--- src/rtl/core/dhfk_pkg.sv ---
// ----------------------------------------------------------------------------
// dhfk_pkg: shared constants for the DH forward kinematics chain unit
// Fixed-point constants and the sine micro-step tables used by the sequencer.
// ----------------------------------------------------------------------------
package dhfk_pkg;

  localparam int unsigned InWidth   = 72;
  localparam int unsigned OutWidth  = 136;

  localparam logic signed [17:0] OneQ16   = 18'sd65536;
  localparam logic [30:0]        OneQ30   = 31'h4000_0000;
  localparam logic [32:0]        RadStep  = 33'd102944;
  localparam logic signed [23:0] OrgMax   = 24'sh7F_FFFF;
  localparam logic signed [23:0] OrgMin   = -24'sh80_0000;
  localparam logic signed [17:0] RotMax   = 18'sh1_FFFF;
  localparam logic signed [17:0] RotMin   = -18'sh2_0000;

  // Sine micro-steps, one multiplier operation each.
  localparam logic [3:0] SStepT   = 4'd0;   // t = r * radians-per-step
  localparam logic [3:0] SStepU   = 4'd1;   // u = t * t
  localparam logic [3:0] SStepFin = 4'd13;  // s = t * p

  // Divisor of the Horner stage that a reciprocal or check step belongs to.
  function automatic logic [7:0] div_of(input logic [3:0] step);
    logic [7:0] d;
    case (step)
      4'd2, 4'd3:  d = 8'd72;
      4'd5, 4'd6:  d = 8'd42;
      4'd8, 4'd9:  d = 8'd20;
      default:     d = 8'd6;
    endcase
    return d;
  endfunction

  // floor(2^32 / divisor), used for the reciprocal multiply.
  function automatic logic [31:0] recip_of(input logic [3:0] step);
    logic [31:0] m;
    case (step)
      4'd2:    m = 32'd59652323;
      4'd5:    m = 32'd102261126;
      4'd8:    m = 32'd214748364;
      default: m = 32'd715827882;
    endcase
    return m;
  endfunction

endpackage

--- src/rtl/core/dh_forward_kinematics_chain_unit.sv ---
// ----------------------------------------------------------------------------
// dh_forward_kinematics_chain_unit: Denavit-Hartenberg chain accumulator
// A new joint is taken only once the result of the last one has been loaded;
// all 98 products of an item (four sines, six link terms, 36 matrix terms)
// go one by one through a single 33x33 multiplier, each in a multiply phase
// and then a write-back phase.
// Reset: asynchronous, active low; rotation returns to identity, origin and
// joint counter to zero, both channels idle.
// ----------------------------------------------------------------------------
module dh_forward_kinematics_chain_unit
  import dhfk_pkg::*;
#(
  parameter int unsigned MAX_JOINTS = 8
) (
  input  logic                 clk_i,
  input  logic                 rst_ni,
  input  logic                 s_axis_tvalid_i,
  output logic                 s_axis_tready_o,
  // joint_angle[15:0], link_twist[31:16], link_length[49:32],
  // link_offset[67:50], zero fill [71:68]
  input  logic [InWidth-1:0]   s_axis_tdata_i,
  input  logic                 s_axis_tlast_i,   // chain_end
  output logic                 m_axis_tvalid_o,
  input  logic                 m_axis_tready_i,
  // origin_x[23:0], origin_y[47:24], origin_z[71:48], axis_x[89:72],
  // axis_y[107:90], axis_z[125:108], joint_number[129:126], zero fill
  output logic [OutWidth-1:0]  m_axis_tdata_o,
  output logic                 m_axis_tuser_o    // saturated
);

  localparam logic [4:0] MaxJ = 5'(MAX_JOINTS);

  typedef enum logic [2:0] {StIdle, StSine, StLink, StMac, StDone} state_e;

  state_e state_q;
  logic   ph_q;           // 0: multiply, 1: write back

  // Item operands.
  logic [15:0]        angle_q, twist_q;
  logic signed [17:0] len_q, off_q;
  logic               end_q;

  // Sine unit registers.
  logic [1:0]  sg_q;      // which sine: sin t, cos t, sin a, cos a
  logic [3:0]  ss_q;
  logic [30:0] t_q, p_q;
  logic [31:0] u_q, x_q, q0_q;
  logic signed [17:0] sc_q [4];

  // Link terms and matrix sequencing.
  logic [2:0]  ls_q;
  logic signed [19:0] lk_q [6];
  logic [1:0]  i_q, c_q, k_q;
  logic signed [41:0] acc_q;
  logic signed [17:0] nrow_q [3];

  // Accumulated state.
  logic signed [17:0] rot_q [3][3];
  logic signed [23:0] org_q [3];
  logic [3:0]         cnt_q;

  // Result holding.
  logic signed [23:0] res_org_q [3];
  logic signed [17:0] res_axis_q [3];
  logic               sat_q;
  logic               m_valid_q;
  logic [OutWidth-1:0] m_data_q;
  logic               m_user_q;

  logic signed [32:0] mul_a, mul_b;
  logic signed [65:0] prod_q;

  // The angle whose sine is under way, folded into the first quadrant.
  logic [15:0] ang_c;
  logic [14:0] r_c;
  logic        neg_c;

  always_comb begin
    ang_c = (sg_q[1] ? twist_q : angle_q) + (sg_q[0] ? 16'h4000 : 16'h0000);
    r_c   = ang_c[14] ? (15'd16384 - {1'b0, ang_c[13:0]}) : {1'b0, ang_c[13:0]};
    neg_c = ang_c[15];
  end

  // Link matrix entry at row k, column c; column 3 is the link offset vector.
  logic signed [19:0] lval_c;
  always_comb begin
    case ({k_q, c_q})
      4'b00_00: lval_c = 20'(sc_q[1]);
      4'b00_01: lval_c = lk_q[0];
      4'b00_10: lval_c = lk_q[1];
      4'b00_11: lval_c = lk_q[4];
      4'b01_00: lval_c = 20'(sc_q[0]);
      4'b01_01: lval_c = lk_q[2];
      4'b01_10: lval_c = lk_q[3];
      4'b01_11: lval_c = lk_q[5];
      4'b10_01: lval_c = 20'(sc_q[2]);
      4'b10_10: lval_c = 20'(sc_q[3]);
      4'b10_11: lval_c = 20'(off_q);
      default:  lval_c = '0;
    endcase
  end

  // Operand selection for the shared multiplier.
  always_comb begin
    mul_a = '0;
    mul_b = '0;
    case (state_q)
      StSine: begin
        case (ss_q) inside
          SStepT: begin
            mul_a = 33'({18'b0, r_c});
            mul_b = RadStep;
          end
          SStepU: begin
            mul_a = 33'({2'b0, t_q});
            mul_b = 33'({2'b0, t_q});
          end
          4'd2, 4'd5, 4'd8, 4'd11: begin
            mul_a = 33'({1'b0, x_q});
            mul_b = 33'({1'b0, recip_of(ss_q)});
          end
          4'd3, 4'd6, 4'd9, 4'd12: begin
            mul_a = 33'({1'b0, q0_q});
            mul_b = 33'({25'b0, div_of(ss_q)});
          end
          4'd4, 4'd7, 4'd10: begin
            mul_a = 33'({1'b0, u_q});
            mul_b = 33'({2'b0, p_q});
          end
          default: begin
            mul_a = 33'({2'b0, t_q});
            mul_b = 33'({2'b0, p_q});
          end
        endcase
      end
      StLink: begin
        case (ls_q)
          3'd0:    begin mul_a = 33'(sc_q[3]); mul_b = 33'(sc_q[0]); end
          3'd1:    begin mul_a = 33'(sc_q[2]); mul_b = 33'(sc_q[0]); end
          3'd2:    begin mul_a = 33'(sc_q[3]); mul_b = 33'(sc_q[1]); end
          3'd3:    begin mul_a = 33'(sc_q[2]); mul_b = 33'(sc_q[1]); end
          3'd4:    begin mul_a = 33'(sc_q[1]); mul_b = 33'(len_q); end
          default: begin mul_a = 33'(sc_q[0]); mul_b = 33'(len_q); end
        endcase
      end
      StMac: begin
        mul_a = 33'(rot_q[i_q][k_q]);
        mul_b = 33'(lval_c);
      end
      default: ;
    endcase
  end

  // Write-back arithmetic.
  logic [33:0]        rem_c;
  logic [31:0]        qdiv_c;
  logic [32:0]        sr_c;
  logic [17:0]        qs_c;
  logic signed [35:0] lr_c;
  logic signed [41:0] sum_c, sumr_c;
  logic signed [25:0] rnd_c;
  logic signed [17:0] rclip_c;
  logic signed [26:0] no_c;
  logic signed [23:0] oclip_c;
  logic               ohit_c;

  always_comb begin
    rem_c  = {2'b0, x_q} - prod_q[33:0];
    qdiv_c = q0_q + ((rem_c >= 34'(div_of(ss_q))) ? 32'd1 : 32'd0);
    sr_c   = {1'b0, prod_q[61:30]} + 33'd8192;
    qs_c   = sr_c[31:14];
    if (qs_c > 18'd65536) qs_c = 18'd65536;
    lr_c   = prod_q[35:0] + 36'sd32768;
    sum_c  = acc_q + prod_q[41:0];
    sumr_c = sum_c + 42'sd32768;
    rnd_c  = sumr_c[41:16];
    if (rnd_c > 26'(RotMax))      rclip_c = RotMax;
    else if (rnd_c < 26'(RotMin)) rclip_c = RotMin;
    else                          rclip_c = rnd_c[17:0];
    no_c   = 27'(org_q[i_q]) + 27'(rnd_c);
    ohit_c = 1'b1;
    if (no_c > 27'(OrgMax))      oclip_c = OrgMax;
    else if (no_c < 27'(OrgMin)) oclip_c = OrgMin;
    else begin
      oclip_c = no_c[23:0];
      ohit_c  = 1'b0;
    end
  end

  logic out_free;
  assign out_free = !m_valid_q || m_axis_tready_i;

  always_ff @(posedge clk_i or negedge rst_ni) begin
    if (!rst_ni) begin
      state_q   <= StIdle;
      ph_q      <= 1'b0;
      m_valid_q <= 1'b0;
      cnt_q     <= '0;
      for (int r = 0; r < 3; r++) begin
        org_q[r] <= '0;
        for (int j = 0; j < 3; j++) rot_q[r][j] <= (r == j) ? OneQ16 : '0;
      end
    end else begin
      // The completion state loads the next result itself.
      if (m_valid_q && m_axis_tready_i && state_q != StDone) m_valid_q <= 1'b0;
      if (state_q != StIdle && state_q != StDone) begin
        ph_q <= !ph_q;
        if (!ph_q) prod_q <= mul_a * mul_b;
      end
      unique case (state_q)
        StIdle: begin
          if (s_axis_tvalid_i) begin
            angle_q <= s_axis_tdata_i[15:0];
            twist_q <= s_axis_tdata_i[31:16];
            len_q   <= s_axis_tdata_i[49:32];
            off_q   <= s_axis_tdata_i[67:50];
            end_q   <= s_axis_tlast_i || (({1'b0, cnt_q} + 5'd1) >= MaxJ);
            sat_q   <= 1'b0;
            sg_q    <= '0;
            ss_q    <= SStepT;
            ls_q    <= '0;
            i_q     <= '0;
            c_q     <= '0;
            k_q     <= '0;
            acc_q   <= '0;
            ph_q    <= 1'b0;
            state_q <= StSine;
          end
        end
        StSine: begin
          if (ph_q) begin
            if (ss_q != SStepFin) ss_q <= ss_q + 4'd1;
            case (ss_q) inside
              SStepT: t_q <= prod_q[30:0];
              SStepU: begin
                u_q <= prod_q[61:30];
                x_q <= prod_q[61:30];
              end
              4'd2, 4'd5, 4'd8, 4'd11: q0_q <= prod_q[63:32];
              4'd3, 4'd6, 4'd9, 4'd12: p_q <= OneQ30 - qdiv_c[30:0];
              4'd4, 4'd7, 4'd10:       x_q <= prod_q[61:30];
              default: begin
                sc_q[sg_q] <= neg_c ? -$signed(qs_c) : $signed(qs_c);
                ss_q       <= SStepT;
                sg_q       <= sg_q + 2'd1;
                if (sg_q == 2'd3) state_q <= StLink;
              end
            endcase
          end
        end
        StLink: begin
          if (ph_q) begin
            ls_q <= ls_q + 3'd1;
            if (ls_q == 3'd0 || ls_q == 3'd3) lk_q[ls_q] <= -lr_c[35:16];
            else                              lk_q[ls_q] <= lr_c[35:16];
            if (ls_q == 3'd5) state_q <= StMac;
          end
        end
        StMac: begin
          if (ph_q) begin
            if (k_q != 2'd2) begin
              acc_q <= sum_c;
              k_q   <= k_q + 2'd1;
            end else begin
              acc_q <= '0;
              k_q   <= '0;
              c_q   <= c_q + 2'd1;
              if (c_q != 2'd3) begin
                nrow_q[c_q] <= rclip_c;
              end else begin
                // Row done: its new values no longer feed any other row.
                res_org_q[i_q]  <= oclip_c;
                res_axis_q[i_q] <= nrow_q[2];
                sat_q           <= sat_q | ohit_c;
                org_q[i_q]      <= end_q ? '0 : oclip_c;
                for (int j = 0; j < 3; j++) begin
                  rot_q[i_q][j] <= end_q ? ((2'(j) == i_q) ? OneQ16 : '0) : nrow_q[j];
                end
                i_q <= i_q + 2'd1;
                if (i_q == 2'd2) state_q <= StDone;
              end
            end
          end
        end
        StDone: begin
          if (out_free) begin
            m_data_q  <= {6'b0, cnt_q, res_axis_q[2], res_axis_q[1], res_axis_q[0],
                          res_org_q[2], res_org_q[1], res_org_q[0]};
            m_user_q  <= sat_q;
            m_valid_q <= 1'b1;
            cnt_q     <= end_q ? '0 : cnt_q + 4'd1;
            state_q   <= StIdle;
          end
        end
        default: state_q <= StIdle;
      endcase
    end
  end

  assign s_axis_tready_o = (state_q == StIdle);
  assign m_axis_tvalid_o = m_valid_q;
  assign m_axis_tdata_o  = m_data_q;
  assign m_axis_tuser_o  = m_user_q;

  // The block works on one joint at a time.
  a_one_at_a_time: assert property (@(posedge clk_i) disable iff (!rst_ni)
    (s_axis_tvalid_i && s_axis_tready_o) |=> !s_axis_tready_o)
    else $error("input taken while a joint is in progress");

  // A result only appears from the completion state.
  a_result_source: assert property (@(posedge clk_i) disable iff (!rst_ni)
    $rose(m_axis_tvalid_o) |-> $past(state_q == StDone))
    else $error("result raised outside completion");

  // The joint counter never reaches the chain length limit.
  a_count_range: assert property (@(posedge clk_i) disable iff (!rst_ni)
    {1'b0, cnt_q} < MaxJ)
    else $error("joint counter out of range");

  // Ending a chain leaves the accumulator at identity and zero origin.
  a_chain_reset: assert property (@(posedge clk_i) disable iff (!rst_ni)
    (state_q == StDone && out_free && end_q) |=>
      (rot_q[0][0] == OneQ16 && rot_q[1][1] == OneQ16 && rot_q[2][2] == OneQ16 &&
       rot_q[0][2] == '0 && org_q[0] == '0 && org_q[2] == '0 && cnt_q == '0))
    else $error("accumulator not restored after chain end");

endmodule

--- config.mk ---
export PLATFORM = sky130hd
export DESIGN_NAME = dh_forward_kinematics_chain_unit
export DESIGN_NICKNAME = d
export VERILOG_FILES = /design/src/rtl/core/dhfk_pkg.sv /design/src/rtl/core/dh_forward_kinematics_chain_unit.sv
export SDC_FILE = /design/constraint.sdc
export NUM_CORES = 2
export LEC_CHECK = 0
export ABC_AREA = 1
export BUFFER_PORTS_ARGS = -buffer_cell sky130_fd_sc_hd__buf_2
export CORE_UTILIZATION = 40
export CTS_CLUSTER_SIZE = 25
export DETAILED_ROUTE_END_ITERATION = 10
export HOLD_SLACK_MARGIN = 0.08
export SYNTH_ARGS = -nofsm -noshare
export SYNTH_HDL_FRONTEND = slang
export SYNTH_SLANG_ARGS = --single-unit
--- constraint.sdc ---
create_clock -name clk_i -period 19.45 [get_ports clk_i]
set_input_delay 1.945 -clock clk_i [delete_from_list [all_inputs] [get_ports clk_i]]
set_output_delay 1.945 -clock clk_i [all_outputs]
set_load 0.05 [all_outputs]
==> results.cfg <==
[sta]
setup_viol = 0
rsz0062_at_grt = no
min_period_ns = 12.72
final-max-slew-violation-count = 0
slew_headroom = 0.195
setup_tns_ns = 0
finClkSkew_ns = 0.0377
fmax_ghz = 0.0786
tightestPinTransition_ns = 1.20
finalCritPeriodShare = 0.654
finalHoldViolCount = 0

[setup_path]
r2r_slack_ns = 6.73
crit_type = reg -> reg
critical_path.endpoint_type = flop
worstReg2RegEnd = prod_q[60]
crit_buf_inv = 11
startpoint_type = flop
r2r_cells = 41
cp.required_ns = 19.96
critPathArrivalTime_ns = 13.22
crit-reg2reg-launch = ss_q[0]
worst-path-max-fanout = 32
slowest_delay_ns = 0.63
cpMaxStageDelayCell = a211oi_1
cpLargestDelayFamily = adder cells

[logic_synthesis]
synthCells = 10210
netlist-cell-type-count = 75
muxShareOfSynthArea = 0.000325
synth_seq_area_share = 0.342
synth_top_flop_cell = edfxtp_1
synth-xor-area-share = 0.0221
synth_top_family_by_area = adder cells
synth_compound_area_frac = 0.0744
avgSynthCellArea_um2 = 9.06
ys_ff_latch = 1095
async_flop_share = 0.222
synthTopCellsByArea = edfxtp_1 28%, fa_1 24%, nand2_1 9.4%
synth-simple-area-share = 0.162
synth_edf_count = 852
yosys.area_share.adder = 0.296
yosys.area.top_type_share = 0.277
syn_area_mm2 = 0.0925
yosysTopAreaCell = edfxtp_1
synth_warnings = 0

[die]
pin_count = 216
die_w_um = 483
dieArea_mm2 = 0.233
initial_core_util = 0.402
dieHeight_um = 483
rows = 176
core-area_mm2 = 0.230

[run_status]
status = complete, no violations

[clock_network]
cts.htree.levels = 3
path_clk_slew_ns = 0.07
cts-root-buf = clkbuf_16
clkSinkCount = 1095
cts_buffers = 104
post_cts_buffers = 0
cts_hold_buffers = 0
clock_latency_ns = 0.77
cts_tree = done
cts_resized = 0
clock_tree.buffer_depth = 3

[grt]
grt_usage = 0.259
grt_pass1_vias = 72375
antenna_found_initial = 7
grt_pass1_wl_um = 452000
grt_max_degree = 94
grt_overflow_total = 0

[route]
detail-route-antenna-nets = 0
wire_per_inst_um = 22.5
vias = 71136
drtIter0Drc = 6337
viasPerCell = 5.30
dr.pass1.iters = 6
wl_um = 301000
drc = 0

[cells_and_area]
nets = 11884
area_growth_syn_to_layout_pct = 9.01
drive_gt1_frac = 0.0736

[placed_design]
post-dp-hpwl_um = 229000
io_buffers = 205
gp_congestion = 0.975

[job]
cap_viol_max_count = 0

[hold_path]
hold_depth = 0
hold_end = m_axis_tdata_o[53]
hp-start = res_org_q[2][5]
hold_path_class = reg -> reg
[registers in the layout, summed over array words and instances, names as in the netlist, 4 cells and up]
| signal | count |
|---|---|
| u_q | 32 |
| prod_q | 64 |
| res_axis_q | 54 |
| q0_q | 32 |
| m_axis_tdata_o | 130 |
| twist_q | 16 |
| angle_q | 16 |
| sc_q | 72 |
| res_org_q | 72 |
| off_q | 18 |
| nrow_q | 54 |
| acc_q | 42 |
| rot_q | 162 |
| x_q | 32 |
| ss_q | 4 |
| org_q | 72 |
| t_q | 31 |
| len_q | 18 |
| lk_q | 120 |
| cnt_q | 4 |
| p_q | 31 |
[worst max-delay path by stage]
stage,end,slack [ns],from,cells past startpoint
floorplan,prod_q[62],10.06,k_q[0],38
global placement,prod_q[60],6.98,ss_q[0],41
detailed placement,prod_q[60],6.92,ss_q[0],39
CTS,prod_q[60],6.91,ss_q[0],39
global route,prod_q[60],6.26,ss_q[0],41
finish,prod_q[60],6.73,ss_q[0],41
[final cells by class]
class,count,area [um2]
repair buffers,362,2210
diodes,2,5.00
well taps,3026,3790
multi-input cells,6621,51600
fillers,22294,129000
flip-flops and latches,1095,31700
clock inverters,76,958
inverters,2113,7930
clock buffers,120,2700
[kinds of logic (layout without fill, tap and decap cells)]
logic type	count (synthesis)	in the layout
simple gates	3670	3670
buf+inv	2499	2671
fa+ha+maj	1510	1510
compound gates	1199	1199
flops	1095	1095
xor+xnor	233	233
mux	3	3
other cells	1	8
[cells in the final DEF, fill, tap and decap left out, drive strengths merged, types with 19 or more instances in the layout]
| master | count |
|---|---|
| a21oi | 381 |
| a221oi | 55 |
| a31oi | 36 |
| buf | 362 |
| clkbuf | 120 |
| clkinv | 56 |
| dfrtp | 240 |
| edfxtp | 852 |
| fa | 1128 |
| ha | 382 |
| inv | 2108 |
| nand2 | 2388 |
| nand3 | 291 |
| nand4 | 79 |
| nor2 | 811 |
| nor3 | 48 |
| nor4 | 19 |
| o211ai | 28 |
| o21ai | 536 |
| o221ai | 24 |
| o22ai | 20 |
| or2 | 20 |
| xnor2 | 81 |
| xor2 | 152 |
[worst register-to-register path: cells and delay by family, from the launching register on]
kind	cells	cell delay, ns
compound gates	7	2.81
xor+xnor	1	0.10
simple gates	12	2.89
buf+inv	11	1.84
fa+ha+maj	10	4.34
flops	1	0.50
[routing by layer]
| metal | wire [um] | global-route usage |
|---|---|---|
| met5 | 28 | 0 |
| met1 | 125000 | 0.351 |
| met3 | 24600 | 0.0403 |
| met2 | 138000 | 0.417 |
| met4 | 12700 | 0.102 |
[cells in the mapped netlist (all sizes together), types with 48 or more instances]
cell type	instances
nand2	2388
inv	2099
fa	1128
edfxtp	852
nor2	811
o21ai	536
ha	382
a21oi	381
nand3	291
clkbuf	252
dfrtp	240
xor2	152
buf	134
xnor2	81
nand4	79
a221oi	55
nor3	48
[per-stage QoR]
step / worst slack (ns) / utilization / instance area (um2) / hold WS [ns] / instances
detailed placement: 6.92 / 0.423 / 97200 / 0.405 / 13217
global placement: 6.98 / 0.423 / 97200 / 0.402 / 13217
CTS: 6.91 / 0.439 / 101000 / 0.418 / 13413
finish: 6.73 / 0.439 / 101000 / 0.418 / 13415
global route: 6.26 / 0.439 / 101000 / 0.422 / 13414
floorplan: 10.06 / - / 92500 / 0.400 / 10215
Power is not shown: default switching activity piles up to over one toggle a cycle in this logic, so the estimate is an artifact.
